$ cat config.mk
export PLATFORM = sky130hd
export DESIGN_NAME = skt_or_tree
export DESIGN_NICKNAME = d
export VERILOG_FILES = /design/src/hdl/sorted_key_table_defines.svh /design/src/hdl/skt_or_tree.sv
export SDC_FILE = /design/constraint.sdc
export NUM_CORES = 1
export LEC_CHECK = 0
export ABC_AREA = 1
export BUFFER_PORTS_ARGS = -buffer_cell sky130_fd_sc_hd__buf_2
export CORE_UTILIZATION = 35
export CTS_CLUSTER_DIAMETER = 50
export CTS_CLUSTER_SIZE = 25
export DETAILED_ROUTE_END_ITERATION = 16
export PLACE_DENSITY = 0.77
export RECOVER_POWER = 25
export SYNTH_ARGS = -nofsm -noshare
export SYNTH_HDL_FRONTEND = slang
export SYNTH_SLANG_ARGS = --single-unit
$ cat constraint.sdc
create_clock -name aclk -period 0.8 [get_ports aclk]
set_input_delay 0.08 -clock aclk [delete_from_list [all_inputs] [get_ports aclk]]
set_output_delay 0.08 -clock aclk [all_outputs]
set_load 0.02 [all_outputs]
$ cat src/hdl/sorted_key_table_defines.svh
// ---------------------------------------------------------------------------
// Assertion macros for the sorted key table RTL.
// ---------------------------------------------------------------------------
`ifndef SORTED_KEY_TABLE_DEFINES_SVH
`define SORTED_KEY_TABLE_DEFINES_SVH

// Same-cycle implication, checked outside reset.
`define SKT_ASSERT_IMP(lbl, clk, rstn, ante, cons, msg) \
    lbl: assert property (@(posedge clk) disable iff (!(rstn)) (ante) |-> (cons)) \
        else $error(msg);

// Next-cycle implication, checked outside reset.
`define SKT_ASSERT_NXT(lbl, clk, rstn, ante, cons, msg) \
    lbl: assert property (@(posedge clk) disable iff (!(rstn)) (ante) |=> (cons)) \
        else $error(msg);

`endif

$ cat src/hdl/skt_or_tree.sv
// ---------------------------------------------------------------------------
// skt_or_tree
// Registered OR reduction, eight inputs per node, each level registered.
// ---------------------------------------------------------------------------
`timescale 1ns / 1ps

module skt_or_tree #(
    parameter int N = 2,
    parameter int W = 32
) (
    input  logic              aclk,
    input  logic              aresetn,
    input  logic              vld_in,
    input  logic [N-1:0][W-1:0] din,
    output logic              vld_out,
    output logic [W-1:0]      dout
);

    localparam int G  = 8;
    localparam int NG = (N + G - 1) / G;
    localparam int NP = NG * G;

    logic [NP-1:0][W-1:0] pad;
    logic [NG-1:0][W-1:0] grp_reg;
    logic [NG-1:0][W-1:0] grp_next;
    logic                 vld_reg;

    assign pad = (NP * W)'(din);

    always_comb begin
        for (int g = 0; g < NG; g++) begin
            grp_next[g] = '0;
            for (int j = 0; j < G; j++) begin
                grp_next[g] = grp_next[g] | pad[g*G + j];
            end
        end
    end

    always_ff @(posedge aclk) begin
        if (!aresetn) begin
            vld_reg <= 1'b0;
        end else begin
            vld_reg <= vld_in;
        end
        grp_reg <= grp_next;
    end

    generate
        if (NG == 1) begin : g_root
            assign dout    = grp_reg[0];
            assign vld_out = vld_reg;
        end else begin : g_more
            skt_or_tree #(
                .N (NG),
                .W (W)
            ) u_next (
                .aclk    (aclk),
                .aresetn (aresetn),
                .vld_in  (vld_reg),
                .din     (grp_reg),
                .vld_out (vld_out),
                .dout    (dout)
            );
        end
    endgenerate

endmodule

==> metrics.md <==
| Metric | Value |
|---|---|
| Adder-cell share of the synthesized area | `0` |
| I/O pins | `100` |
| Data arrival time of the critical path | `0.79 ns` |
| Post-detailed-route count of antenna-violating nets | `0` |
| Clock root buffer master | `sky130_fd_sc_hd__clkbuf_4` |
| Relative slew margins | `0.9270` |
| Critical path's top delay family | `flip-flops` |
| Violation count after the first detailed-routing iteration | `28` |
| Type of destination of the critical path | `output pin` |
| Critical Path Source Type | `flip-flop` |
| Initial cell density of the core | `0.3698` |
| Buffering stage count on the worst path with inverters included | `1` |
| Number of setup buffers added after CTS | `0` |
| Final weighted congestion of routability-driven global placement | `0.6687` |
| Global-route usage over all layers | `0.3105` |
| Core region area | `0.002781 mm^2` |
| Synth Cell Area | `0.001028 mm^2` |
| Clock input transition at the sequential cells of the worst setup and hold paths | `0.09 ns` |
| Outcome | `finished with violations` |
| Levels on crit path | `1` |
| Pwr per Cell Area | `1415 mW/mm^2` |
| Endpoint of the most critical setup path | `dout[10]` |
| Slew Limit Fails | `0` |
| RSZ-0062 raised after global routing | `true` |
| Antenna diode count | `0` |
| Critical Path Slowest Stage Cell | `sky130_fd_sc_hd__dfxtp_2` |
| Bufs on Longest Clock Path | `2` |
| Number of placement rows | `19` |
| Synth Area in XOR/XNOR | `0` |
| Largest area contributor in the netlist | `sky130_fd_sc_hd__dfxtp_1` |
| Via count of the first global-routing pass | `1602` |
| Leading cell types in the layout, fill and taps excluded | `sky130_fd_sc_hd__dlygate4sd3_1 (66), sky130_fd_sc_hd__buf_2 (66), sky130_fd_sc_hd__inv_1 (65)` |
| Seq/Total Area, Yosys | `0.6423` |
| Final non-filler cell area | `0.002526 mm^2` |
| Part of the power in the clock network | `0.260` |
| Period Utilization, post-route | `1.092` |
| Internal power component | `0.002685 W` |
| Die area | `0.003160 mm^2` |
| Height of the chip | `56.21 um` |
| Routed wire length | `4514 um` |
| # nets final | `370` |
| First-pass GRT wire length | `7058 um` |
| Period minus WS final | `0.8734 ns` |
| Compound-gate portion of the synthesized area | `0` |
| Number of clock sinks | `33` |
| Share of post-route cells with drive strength above 1 | `0.4554` |
| Worst-Margin Slew | `0.1091 ns` |
| Via-to-Cell Ratio | `4.105` |
| CTS tree | `done` |
| Main combinational cell family by area after synthesis | `buffers and inverters` |
| Sequential power share | `0.502` |
| Post-placement cell area | `0.001563 mm^2` |
| Number of warnings reported in the yosys synthesis log | `0` |
| FF+latch count, synth | `33` |
| Cell types with the largest area share after synthesis | `sky130_fd_sc_hd__dfxtp_1 (64%), sky130_fd_sc_hd__inv_1 (24%), sky130_fd_sc_hd__nand2_1 (12%)` |
| Maximum clock frequency | `1.145 GHz` |
| Net load switching power | `0.0008901 W` |
| Combinational Power Share | `0.238` |
| Mean area per synthesized cell | `7.851 um^2` |
| Sum of internal, switching and leakage power | `0.003575 W` |
| Switching part of the total | `0.2490` |
| Share of the synthesized area in the top cell type | `0.6423` |
| Crit Path Class | `reg2out` |
| Pin count of the biggest net entering global routing | `10` |
| Crit Path Max Fanout | `1` |
| Post-synthesis cell type count | `3` |
| Class of the tightest hold or removal check | `in2reg` |
| GR Overflow Total | `0` |
| Synth Area in Simple Gates | `0.1204` |
| Area Growth Syn to Fin | `145.6%` |
| Violated checks | `negative setup slack` |
| Number of nets produced by synthesis | `198` |
| Synth Instances | `131` |
| Share of the core filled with cells | `0.9082` |
| Setup ws final | `-0.07337 ns` |
| Total leakage power | `1.451 nW` |
| Number of CTS-inserted buffers | `5` |
| Crit-path cells | `buf_6` |
| # DRC | `0` |
| Required time at the worst-slack endpoint | `0.72 ns` |
| Number of violations of the max-capacitance limit | `0` |
| Final setup viols | `33` |
| Critical path's largest stage delay | `0.35 ns` |
| Antenna violations before repair | `0` |
| Critical path origin | `dout[10]` |
| Hold Vio Cnt, Final | `0` |
| Peak supply drop | `0.001505 V` |
| Total via count in the routed design | `1371` |
| Number of buffers inserted by port buffering | `99` |
| DIE WIDTH | `56.21 um` |
| Share of synthesized area spent on multiplexers | `0` |
| Detailed Place HPWL | `1586 um` |
| Final hold slack | `0.4587 ns` |
| Detail-routed net length per standard cell | `13.51 um` |
| Depth of the CTS H-tree | `2` |
| Pre-Repair DR Iteration Count | `4` |
## cell type report
cell class / count / area, um^2
clock buffers: 7 / 55.05
flip-flops and latches: 33 / 701.9
fillers: 125 / 255.2
multi-input cells: 33 / 123.9
well taps: 31 / 38.79
inverters: 65 / 244.0
repair buffers: 165 / 1363
## how the worst min path moves through the flow
stage             from        to  cells after the start
2_1_floorplan  din[32]   dout[0]                      2
3_3_place_gp   din[32]   dout[0]                      3
3_5_place_dp   din[44]  dout[12]                      3
4_1_cts        din[46]  dout[14]                      4
5_1_grt        din[29]  dout[29]                      4
6_report       din[58]  dout[26]                      4
## repair_timing
item | CTS | global route
endpoints found under the setup margin | 33 | 33
hold endpoints to repair | 33 | 0
hold buffers | 66 | 0
pin swaps | 0 | 0
gates resized for setup | 97 | 2
## power by group through the flow
stage	Clock, W	Combinational, W	Sequential (W)
floorplan	0	0.0000867	0.00191
global placement	0	0.000438	0.00178
detailed placement	0	0.000447	0.00179
CTS	0.000930	0.000795	0.00179
global route	0.00104	0.000907	0.00180
finish	0.000929	0.000852	0.00179
## flip-flops by register name (all words and copies together) (netlist names)
register,flops
dout,32
vld_out,1
## synth_stat cells
library cell              number
sky130_fd_sc_hd__dfxtp_1      33
sky130_fd_sc_hd__nand2_1      33
sky130_fd_sc_hd__inv_1        65
## per-layer routing
metal  vias up  GRT usage  wire (um)
met5         -          0          0
met2        78     0.6463       2680
li1        673          -          -
met4         0     0.2021        217
met1       595     0.2193       1287
met3        25     0.1093        329
## metrics by stage
step	cells	setup TNS (ns)	setup WS, ns
3_3_place_gp	261	0	0.2797
6_report	334	-1.707	-0.07337
3_5_place_dp	261	0	0.2579
4_1_cts	334	-1.795	-0.06166
5_1_grt	334	-2.878	-0.1200
2_1_floorplan	131	0	0.3249
## kinds of logic (layout without fill, tap and decap cells)
group | after synthesis | in the layout
flops | 33 | 33
buf+inv | 65 | 237
simple gates | 33 | 33
No activity file was read; power rests on OpenSTA's default activity.
