### src/hdl/sorted_key_table_defines.svh
// ---------------------------------------------------------------------------
// Assertion macros for the sorted key table RTL.
// ---------------------------------------------------------------------------
`ifndef SORTED_KEY_TABLE_DEFINES_SVH
`define SORTED_KEY_TABLE_DEFINES_SVH

// Same-cycle implication, checked outside reset.
`define SKT_ASSERT_IMP(lbl, clk, rstn, ante, cons, msg) \
    lbl: assert property (@(posedge clk) disable iff (!(rstn)) (ante) |-> (cons)) \
        else $error(msg);

// Next-cycle implication, checked outside reset.
`define SKT_ASSERT_NXT(lbl, clk, rstn, ante, cons, msg) \
    lbl: assert property (@(posedge clk) disable iff (!(rstn)) (ante) |=> (cons)) \
        else $error(msg);

`endif

### src/hdl/skt_pkg.sv
// ---------------------------------------------------------------------------
// skt_pkg
// Types and codes shared by the sorted key table cells, top level and bench.
// ---------------------------------------------------------------------------
`timescale 1ns / 1ps

package skt_pkg;

    localparam int KEY_W   = 32;
    localparam int VAL_W   = 31;
    localparam int COUNT_W = 11;
    localparam int HIT_W   = VAL_W + 1;

    typedef enum logic [0:0] {
        OP_INSERT = 1'b0,
        OP_LOOKUP = 1'b1
    } op_t;

    typedef enum logic [2:0] {
        ST_HIT      = 3'd0,
        ST_MISS     = 3'd1,
        ST_UPDATED  = 3'd2,
        ST_INSERTED = 3'd3,
        ST_FULL     = 3'd4
    } status_t;

    typedef enum logic [1:0] {
        S_IDLE,
        S_CMP,
        S_WAIT,
        S_APPLY
    } state_t;

    // Broadcast from the sequencer to every cell.
    typedef struct packed {
        logic                    cmp_en;
        logic                    ins_en;
        logic                    upd_en;
        logic signed [KEY_W-1:0] key;
        logic [VAL_W-1:0]        value;
    } skt_ctrl_t;

endpackage

### src/hdl/skt_cell.sv
// ---------------------------------------------------------------------------
// skt_cell
// One table slot: holds a key/data pair, compares against the broadcast key
// and takes its lower neighbour's pair when an insert opens a gap below.
// ---------------------------------------------------------------------------
`timescale 1ns / 1ps

module skt_cell
    import skt_pkg::*;
#(
    parameter int IDX = 0,
    parameter int CW  = 11
) (
    input  logic                    aclk,
    input  skt_ctrl_t               ctrl,
    input  logic [CW-1:0]           count,
    input  logic signed [KEY_W-1:0] prev_key,
    input  logic [VAL_W-1:0]        prev_value,
    input  logic                    prev_lt,
    output logic signed [KEY_W-1:0] key_out,
    output logic [VAL_W-1:0]        value_out,
    output logic                    lt_out,
    output logic [HIT_W-1:0]        hit_out
);

    logic signed [KEY_W-1:0] key_reg;
    logic [VAL_W-1:0]        value_reg;
    logic                    lt_reg;
    logic                    eq_reg;
    logic                    held;

    // slot holds a record when its index is below the count
    assign held = (count > CW'(IDX));

    always_ff @(posedge aclk) begin
        if (ctrl.cmp_en) begin
            lt_reg <= held && (key_reg < ctrl.key);
            eq_reg <= held && (key_reg == ctrl.key);
        end
        if (ctrl.ins_en && !lt_reg) begin
            if (prev_lt) begin
                key_reg   <= ctrl.key;
                value_reg <= ctrl.value;
            end else begin
                key_reg   <= prev_key;
                value_reg <= prev_value;
            end
        end else if (ctrl.upd_en && eq_reg) begin
            value_reg <= ctrl.value;
        end
    end

    assign key_out   = key_reg;
    assign value_out = value_reg;
    assign lt_out    = lt_reg;
    assign hit_out   = eq_reg ? {1'b1, value_reg} : '0;

endmodule

### config.mk
export PLATFORM = sky130hd
export DESIGN_NAME = skt_cell
export DESIGN_NICKNAME = d
export VERILOG_FILES = /design/src/hdl/sorted_key_table_defines.svh /design/src/hdl/skt_pkg.sv /design/src/hdl/skt_cell.sv
export SDC_FILE = /design/constraint.sdc
export NUM_CORES = 1
export LEC_CHECK = 0
export ABC_AREA = 1
export BUFFER_PORTS_ARGS = -buffer_cell sky130_fd_sc_hd__buf_2
export CAP_MARGIN = 20
export CORE_MARGIN = 3
export CORE_UTILIZATION = 25
export DETAILED_ROUTE_END_ITERATION = 10
export SLEW_MARGIN = 0
export SYNTH_ARGS = -nofsm -noshare
export SYNTH_HDL_FRONTEND = slang
export SYNTH_SLANG_ARGS = --single-unit
### constraint.sdc
create_clock -name aclk -period 9.82 [get_ports aclk]
set_input_delay 1.473 -clock aclk [delete_from_list [all_inputs] [get_ports aclk]]
set_output_delay 1.473 -clock aclk [all_outputs]
set_load 0.05 [all_outputs]
==> reports/metrics.yaml, run 1 <==
relSlewSlack_pct: 30.1
floorplan.initialDensity_pct: 25.9
post-route-period-util_pct: 36.0
port_buffers: 237
cts_buffers: 9
synth_top_area_share_pct: 48.9
critical_path.max_fanout: 64
arrival_ns: 3.61
r2r_end: "value_out[2]"
ys_seq_area_share_pct: 48.9
rrSetupSlack_ns: 7.29
clk_pin_slew_ns: 0.05
syn-num-nets: 570
nFillCells: 1599
hold_path_class: "reg -> reg"
max_cap_violations: 0
setup_viol: 0
fmax_mhz: 283
num_vias: 3413
ys_ff_latch: 65
multi_input_area_mm2: 0.00169
ys_warn_count: 0
drive_above_1_share_pct: 46.6
status: "complete, no violations"
cp.required_ns: 9.89
worst_hold_path.endpoint: "eq_reg"
worstReg2RegStart: "lt_out"
start_kind: "input pin"
rr_worst_depth: 4
worst_pin_slew_ns: 1.04
hold_violations: 0
drt-pass1-iter-count: 4
fp.dieW_um: 132
die_y_um: 132
io_pins: 238
num_rows: 45
antenna_found_initial: 0
peakVddDrop_uv: 72.8
area_delta_synth_final_pct: 42.6
p_per_area_mw_per_mm2: 155
synthDistinctLibCells: 27
synth_top_area_cell: "edfxtp_1"
worstSetupPathType: "in -> reg"
critical_path.cell_chain: "buf_2 -> inv_2 -> nand2_2 -> mux2_4"
rsz0062_at_grt: "no"
endpoint_kind: "flip-flop"
cts_tree: "done"
wl_per_cell_um: 12.9
ant_nets: 0
fin_worst_skew_ns: 0.00634
whs_path_depth: 3
postCtsHoldBufs: 0
place_congestion: 0.790
htree_levels: 3
finalNetCount: 808
wl_mm: 11.0
diodes: 0
clk_latency_ns: 0.33
core-area_mm2: 0.0154
root_buffer: "clkbuf_16"
post-cts-setup-buffers: 0
crit_buf_inv: 2
ys_top_cells_by_area: "edfxtp_1 (49%), mux2_4 (11%), ha_1 (10%)"
p_leak_nw: 3.11
syn_avg_cell_area_um2: 10.1
die_area_mm2: 0.0175
clockBufferDepth: 2
crit_slowest_cell: "nand2_2"
finalCriticalPeriod_ns: 3.54
fin_ws_ns: 6.29
cpLargestDelayFamily: "simple AND/OR/NAND/NOR gates"
cts_sinks: 65
ctsResizeCount: 0
min_from: "key_out[1]"
overflow: 0
grt_use_total_pct: 12.4
drc: 0
pre_cts_slack_ns: 5.87
grt_pass1_wl_mm: 17.0
grt_pass1_vias: 3309
grt_max_degree: 65
syn_inst: 396
synth_area_mm2: 0.00399
drt-initial-drc-count: 120
cp_slowest_stage_delay_ns: 0.81
dp_hpwl_mm: 8.81
finalSetupTns_ns: 0
viasPerCell: 4.02
register_area_mm2: 0.00195
slew_violations: 0
largest_reg_flops: 32
## worst max path at each step
stage,startpoint,to,slack [ns],cells past startpoint
global route,prev_lt,value_out[19],6.05,4
detailed placement,prev_lt,value_out[2],5.87,4
finish,prev_lt,value_out[2],6.29,4
floorplan,ctrl[64],value_out[0],5.61,2
CTS,prev_lt,value_out[2],6.25,4
global placement,prev_lt,value_out[7],5.96,4
## synth_stat cells (all sizes together)
| cell | number |
|---|---|
| or3 | 1 |
| a21o | 1 |
| mux2 | 31 |
| clkbuf | 7 |
| nand3 | 4 |
| ha | 32 |
| inv | 75 |
| a21oi | 15 |
| nand3b | 1 |
| nor4 | 1 |
| edfxtp | 65 |
| nor3 | 1 |
| nand4 | 1 |
| o21a | 2 |
| buf | 6 |
| o21ai | 34 |
| nor2 | 15 |
| nand2 | 104 |
## layout make-up
type	instances	share of cell area (%)
clock buffer	12	4.15
clock inverter	4	0.769
inverter	75	4.95
multi-input combinational	243	29.6
sequential	65	34.3
tap	211	4.64
timing repair buffer	240	21.6
## layout by cell type (no fill, tap or decap), types with 4 or more instances in the layout
master	netlist	final
nand2_1	100	100
buf_2	0	237
clkbuf_16	0	9
edfxtp_1	65	65
o21ai_0	34	33
ha_1	32	32
nand2_2	4	4
inv_1	73	73
a21oi_1	14	14
mux2_4	30	30
nor2_1	11	11
## metal layers
layer | part of all wire, % | up-vias | wire length [µm] | track usage (%)
li1 | - | 1777 | - | -
met1 | 42 | 1466 | 4600 | 14.9
met2 | 48 | 151 | 5240 | 20.1
met3 | 8.1 | 19 | 888 | 4.24
met4 | 2.2 | 0 | 246 | 5.43
met5 | 0 | - | 0 | 0
## worst register-to-register path, stage by stage (launching register included)
cell and delay [ns]:
edfxtp_1 0.46, nor2_4 0.13, buf_4 0.41, nand2_2 0.72
mux2_4 0.56
## per-stage QoR
| step | instance area [µm²] | hold WS, ns | total power, W | std cells | utilization (%) |
|---|---|---|---|---|---|
| global route | 5690 | 0.948 | 0.000925 | 850 | 36.9 |
| detailed placement | 5390 | 0.895 | 0.000581 | 833 | 34.9 |
| global placement | 5390 | 0.894 | 0.000578 | 833 | 34.9 |
| CTS | 5670 | 0.899 | 0.000896 | 849 | 36.7 |
| floorplan | 3990 | 1.14 | 0.000510 | 396 | - |
| finish | 5690 | 0.895 | 0.000881 | 850 | 36.9 |
## cell families after synthesis
logic type	synth area share (%)
flip-flops	48.9
multiplexers	11.6
AO/OA/AOI/OAI	6.80
adder cells (fa/ha/maj)	10.0
AND/OR/NAND/NOR	13.8
buffers and inverters	8.93
## power by group
| group | leakage (nW) | total (W) | switching (W) | internal [W] |
|---|---|---|---|---|
| Combinational | 2.35 | 0.000228 | 0.000153 | 0.0000748 |
| Sequential | 0.618 | 0.000345 | 0.0000115 | 0.000334 |
| Clock | 0.138 | 0.000308 | 0.000113 | 0.000195 |
Note: power is estimated with default switching activity, not from simulation.
==> run 2, diff against run 1 <==
--- a/config.mk
+++ b/config.mk
@@ -5,7 +5,7 @@
 export SDC_FILE = /design/constraint.sdc
 export NUM_CORES = 1
 export LEC_CHECK = 0
-export ABC_AREA = 1
+export ABC_AREA = 0
 export BUFFER_PORTS_ARGS = -buffer_cell sky130_fd_sc_hd__buf_2
 export CAP_MARGIN = 20
 export CORE_MARGIN = 3
==> constraint.sdc (replaced) <==
create_clock -name aclk -period 3.15 [get_ports aclk]
set_input_delay 0.4725 -clock aclk [delete_from_list [all_inputs] [get_ports aclk]]
set_output_delay 0.4725 -clock aclk [all_outputs]
set_load 0.05 [all_outputs]
==> run 2 against run 1 <==
  * Combinational power rose to 3.1 times the previous value
  * Highest routed layer unchanged
  * Synthesized area down 5.0%
  * Flip-flop and latch count unchanged
==> reports/metrics.yaml, run 2 <==
synth_top_family_by_area: "multiplexers"
status: "complete, no violations"
synth-xor-area-share_pct: 0  # unchanged
critPathLaunch: "eq_reg"
critical_path.cell_chain: "and2_1 -> buf_2"
power_frac_comb_pct: 24.7  # -1.2 points
htree_levels: 3  # unchanged
fp.dieW_um: 129  # -2.4%
synth_top_area_cell: "edfxtp_1"
diodes: 0  # unchanged
setup_viol: 0  # unchanged
peakVddDrop_uv: 211  # +190%
worstSetupPathType: "reg -> out"
syn_inst: 295  # -26%
place_area_mm2: 0.00519  # -3.6%
async_reset_ff_share_pct: 0  # unchanged
num_vias: 3127  # -8.4%
post-cts-setup-buffers: 0  # unchanged
synth_edf_count: 65  # unchanged
finalSetupTns_ns: 0  # unchanged
clkPwrFrac_pct: 37.2  # +2.2 points
power.internal_w: 0.00197  # +230%
floorplan.initialDensity_pct: 25.8  # -0.072 points
grt_use_total_pct: 12.4  # about the same
cts_tree: "done"
critical_path.max_fanout: 33  # -48%
worstReg2RegStart: "key_out[27]"
endpoint_kind: "output pin"
rsz0062_at_grt: "no"
final_cell_mix: "buf_2 (237), edfxtp_1 (65), mux2_2 (61)"
cts_buffers: 9  # unchanged
worst_pin_slew_ns: 0.898  # -0.146 ns
final_area_mm2: 0.00551  # -3.3%
place_congestion: 0.775  # -1.9%
finalPower_w: 0.00284  # +220%
ctsResizeCount: 0  # unchanged
grt_max_degree: 34  # -48%
cts_sinks: 65  # unchanged
ys_warn_count: 0  # unchanged
ant_nets: 0  # unchanged
synth-adder-area-share_pct: 10.6  # +0.53 points
syn_avg_cell_area_um2: 12.9  # +28%
synth_top_area_share_pct: 51.5  # +2.6 points
final_common_cell: "buf_2"
ys_top_cells_by_area: "edfxtp_1 (51%), mux2_2 (18%), ha_1 (11%)"
die_area_mm2: 0.0167  # -4.8%
relSlewSlack_pct: 40.1  # +10 points
clk_pin_slew_ns: 0.06  # about the same
antenna_found_initial: 0  # unchanged
die_y_um: 129  # -2.4%
crit_end: "hit_out[3]"
arrival_ns: 1.78  # -1.83 ns
cp.required_ns: 2.68  # -7.21 ns
core-area_mm2: 0.0147  # -4.7%
finalCriticalPeriod_ns: 2.26
wl_mm: 10.7  # -2.7%
synth_most_common_cell: "edfxtp_1"
sequentialPowerShare_pct: 38.1  # -1.1 points
rrSetupSlack_ns: 1.13  # -6.16 ns
crit_slowest_cell: "edfxtp_1"
grt_pass1_vias: 3133  # -5.3%
drt-initial-drc-count: 48  # -60%
max_cap_violations: 0  # unchanged
synthSimpleGateAreaFrac_pct: 10.1  # -3.7 points
viasPerCell: 4.31  # +7.4%
synthTopCellsByCount: "edfxtp_1 (65), mux2_2 (61), inv_1 (33)"
p_leak_nw: 2.61  # -16%
final_core_util_pct: 37.5  # +0.56 points
drt-pass1-iter-count: 4  # unchanged
cp_slowest_stage_delay_ns: 0.93  # +0.12 ns
io_pins: 238  # unchanged
overflow: 0  # unchanged
drc: 0  # unchanged
swShare_pct: 30.8  # -0.75 points
dp_hpwl_mm: 8.77  # -0.48%
post-route-period-util_pct: 71.7
hold_violations: 0  # unchanged
rr_worst_depth: 6  # +2
root_buffer: "clkbuf_16"
postCtsHoldBufs: 0  # unchanged
clk_latency_ns: 0.33  # about the same
synth-compound-area-share_pct: 4.29  # -2.5 points
finalNetCount: 710  # -12%
grt_pass1_wl_mm: 15.7  # -7.8%
ys_seq_area_share_pct: 51.5  # +2.6 points
largest_reg_flops: 32  # unchanged
synthMuxAreaShare_pct: 19.0  # +7.4 points
synth_top_flop_cell: "edfxtp_1"
hold_path_class: "in -> reg"
num_rows: 44  # -2.2%
port_buffers: 237  # unchanged
synth_area_mm2: 0.00379  # -5.0%
fmax_mhz: 443
r2r_end: "lt_out"
wl_per_cell_um: 14.7  # +14%
synthDistinctLibCells: 30  # +11%
slew_violations: 0  # unchanged
p_per_area_mw_per_mm2: 516  # +230%
fin_worst_skew_ns: 0.00985  # +0.00352 ns
syn-num-nets: 469  # -18%
clockBufferDepth: 2  # unchanged
drive_above_1_share_pct: 59.1  # +13 points
power.switching_w: 0.000875  # +220%
area_delta_synth_final_pct: 45.2
start_kind: "flip-flop"
ys_ff_latch: 65  # unchanged
==> run 2: cell count changes after synthesis, moves of 4 or more <==
cell	change
nand2b_1	+4
nand2_2	-4
nor2_1	-7
mux2_4	-30
nand4_1	+4
mux2_2	+60
inv_1	-40
buf_2	+6
and2_1	+31
o21ai_0	-29
nand2_1	-92
==> run 2: worst min path at each step <==
stage / start / to / slack (ns) / cells past startpoint
floorplan: ctrl[65] / eq_reg / 0.58 / 0
global placement: ctrl[65] / lt_out / 0.70 / 1
detailed placement: ctrl[65] / eq_reg / 0.71 / 1
CTS: ctrl[65] / eq_reg / 0.34 / 1
global route: ctrl[65] / eq_reg / 0.35 / 1
finish: ctrl[65] / eq_reg / 0.36 / 1
==> run 2: worst max-delay path, delay by kind of cell (launching register included) <==
family | cells | cell delay (ns)
DFF | 1 | 0.93
buffers and inverters | 1 | 0.27
and+or+nand+nor | 1 | 0.23
==> run 2: kinds of logic after synthesis <==
logic type	count (synthesis)
adder cells (fa/ha/maj)	32
multiplexers	64
buffers and inverters	44
AO/OA/AOI/OAI	27
AND/OR/NAND/NOR	63
flip-flops	65
==> run 2: layer usage <==
metal	track usage, %	wire length, µm
met5	0	0
met4	5.19	168
met3	4.12	1010
met2	20.9	5090
met1	14.4	4410
==> run 2: power by group through the flow <==
stage	clock, W	combinational, W	sequential (W)
2_1_floorplan	0	0.000269	0.00131
3_3_place_gp	0	0.000706	0.00110
3_5_place_dp	0	0.000713	0.00110
4_1_cts	0.00110	0.000716	0.00108
5_1_grt	0.00113	0.000761	0.00109
6_report	0.00106	0.000703	0.00108
==> run 2: through the flow <==
stage	hold WS [ns]	worst slack [ns]	instances
floorplan	0.585	1.09	295
global placement	0.702	0.940	709
detailed placement	0.706	0.910	709
CTS	0.343	0.844	725
global route	0.345	0.711	725
finish	0.360	0.893	725
==> run 2: layout make-up <==
type	instances	area, µm²
timing repair buffer	241	1220
inverter	33	124
tap	184	230
clock buffer	11	233
clock inverter	5	80.1
fill	1444	9190
sequential	65	1950
multi-input combinational	186	1670
==> run 3, diff against run 2 <==
--- a/config.mk
+++ b/config.mk
@@ -5,7 +5,7 @@
 export SDC_FILE = /design/constraint.sdc
 export NUM_CORES = 1
 export LEC_CHECK = 0
-export ABC_AREA = 0
+export ABC_AREA = 1
 export BUFFER_PORTS_ARGS = -buffer_cell sky130_fd_sc_hd__buf_2
 export CAP_MARGIN = 20
 export CORE_MARGIN = 3
==> constraint.sdc (replaced) <==
create_clock -name aclk -period 2.2 [get_ports aclk]
set_input_delay 0.33 -clock aclk [delete_from_list [all_inputs] [get_ports aclk]]
set_output_delay 0.33 -clock aclk [all_outputs]
set_load 0.05 [all_outputs]
==> run 3 against run 2 <==
  * Sequential power grew 43%
  * Power up 35%
  * Count of clock-buffer cells in the layout shrank 2
  * Largest cell class unchanged
  * Highest routed layer is now met5
  * Final area up 3.2%
  * Combinational power grew 47%
  * Register-to-register slack worse by 0.67 ns
  * Largest power group unchanged
==> reports/metrics.yaml, run 3 (same netlist as run 1, synthesis figures left out) <==
status: "complete, no violations"
crit_buf_inv: 3  # +2
start_kind: "flip-flop"
overflow: 0  # unchanged
place_area_mm2: 0.00542  # +4.4%
area_delta_synth_final_pct: 42.4
ant_nets: 0  # unchanged
die_area_mm2: 0.0175  # +5.0%
placed_cells: 836  # +18%
rsz0062_at_grt: "no"
final_cells: 852  # +18%
postCtsHoldBufs: 0  # unchanged
wl_per_cell_um: 13.3  # -9.6%
slew_violations: 0  # unchanged
setup_viol: 0  # unchanged
num_rows: 45  # +2.3%
post-cts-setup-buffers: 0  # unchanged
worstSetupPathType: "reg -> out"
grt_use_total_pct: 12.7  # +0.37 points
hold_violations: 0  # unchanged
peakVddDrop_uv: 323  # +53%
core-area_mm2: 0.0154  # +5.0%
final_core_util_pct: 36.8  # -0.62 points
fin_worst_skew_ns: 0.00709  # -0.00277 ns
viasPerCell: 4.14  # -4.0%
clk_latency_ns: 0.33  # about the same
critical_path.max_fanout: 32  # -3.0%
cp.required_ns: 1.87  # -0.81 ns
wl_mm: 11.3  # +6.2%
final_cell_mix: "buf_2 (237), nand2_1 (100), inv_1 (73)"
diodes: 0  # unchanged
fmax_mhz: 558
p_leak_nw: 3.11  # +19%
relSlewSlack_pct: 64.3  # +24 points
grt_pass1_wl_mm: 17.4  # +11%
endpoint_kind: "output pin"
drive_above_1_share_pct: 47.4  # -12 points
drt-initial-drc-count: 94  # +96%
timing.hold.ws_ns: 0.242  # -0.118 ns
dp_hpwl_mm: 9.31  # +6.1%
num_vias: 3527  # +13%
arrival_ns: 1.46  # -0.32 ns
cts_buffers: 9  # unchanged
final_common_cell: "buf_2"
fp.dieW_um: 132  # +2.5%
cts_sinks: 65  # unchanged
final_area_mm2: 0.00568  # +3.2%
clockBufferDepth: 2  # unchanged
cpLargestDelayFamily: "buffers and inverters"
finalNetCount: 810  # +14%
largest_reg_flops: 32  # unchanged
floorplan.initialDensity_pct: 25.9  # +0.072 points
root_buffer: "clkbuf_16"
port_buffers: 237  # unchanged
grt_max_degree: 64  # +88%
finalPower_w: 0.00383  # +35%
cp_slowest_stage_delay_ns: 0.37  # -0.56 ns
p_per_area_mw_per_mm2: 675  # +31%
post-route-period-util_pct: 81.5
finalCriticalPeriod_ns: 1.79
critical_path.cell_chain: "buf_4 -> nand2_1 -> inv_1 -> buf_2"
worst_pin_slew_ns: 0.536  # -0.362 ns
ctsResizeCount: 0  # unchanged
drc: 0  # unchanged
max_cap_violations: 0  # unchanged
cts_tree: "done"
grt_pass1_vias: 3492  # +11%
crit_slowest_cell: "edfxtp_1"
multi_input_area_mm2: 0.00169  # +0.90%
nFillCells: 1614  # +12%
antenna_found_initial: 5  # +5
register_area_mm2: 0.00195  # unchanged
drt-pass1-iter-count: 4  # unchanged
clk_pin_slew_ns: 0.05  # about the same
die_y_um: 132  # +2.5%
hold_path_class: "in -> reg"
htree_levels: 3  # unchanged
place_congestion: 0.746  # -3.8%
io_pins: 238  # unchanged
run 3: cell types whose count changed in the layout (fill, tap and decap cells not counted), moves of 5 or more:
| cell | previous run | this run |
|---|---|---|
| and2_1 | 31 | 0 |
| clkinv_2 | 1 | 6 |
| inv_1 | 33 | 73 |
| mux2_2 | 61 | 1 |
| mux2_4 | 0 | 30 |
| nand2_1 | 8 | 100 |
| nor2_1 | 3 | 11 |
| o21ai_0 | 5 | 33 |
run 3: final timing paths:
| kind | from | end | slack [ns] | cells past startpoint |
|---|---|---|---|---|
| worst min-delay path | ctrl[65] | lt_out | 0.24 | 1 |
| worst min register to register | key_out[31] | lt_out | 0.91 | 5 |
| worst max register to register | key_out[15] | lt_out | 0.46 | 10 |
| worst max-delay path | eq_reg | hit_out[11] | 0.41 | 4 |
run 3: routing by layer:
layer / wire length, µm / vias up / track usage, %
met4: 204 / 8 / 4.33
met3: 1160 / 26 / 5.84
li1: - / 1783 / -
met5: 49 / - / 0
met1: 4520 / 1547 / 14.3
met2: 5410 / 163 / 21.4
run 3: report_power, final:
part | total (W) | switching [W] | internal, W
clock | 0.00127 | 0.000521 | 0.000749
sequential | 0.00154 | 0.0000469 | 0.00149
combinational | 0.00103 | 0.000695 | 0.000334
run 3: layout make-up:
type,instances,area share [%]
clock inverter,7,0.661
multi-input combinational,243,29.7
tap,211,4.65
inverter,75,4.95
sequential,65,34.3
clock buffer,9,3.96
timing repair buffer,242,21.8
run 3: per-stage QoR:
step           setup WS, ns  setup TNS, ns
2_1_floorplan       -0.0153         -0.458
3_5_place_dp          0.436              0
6_report              0.408              0
3_3_place_gp          0.428              0
5_1_grt               0.277              0
4_1_cts               0.351              0
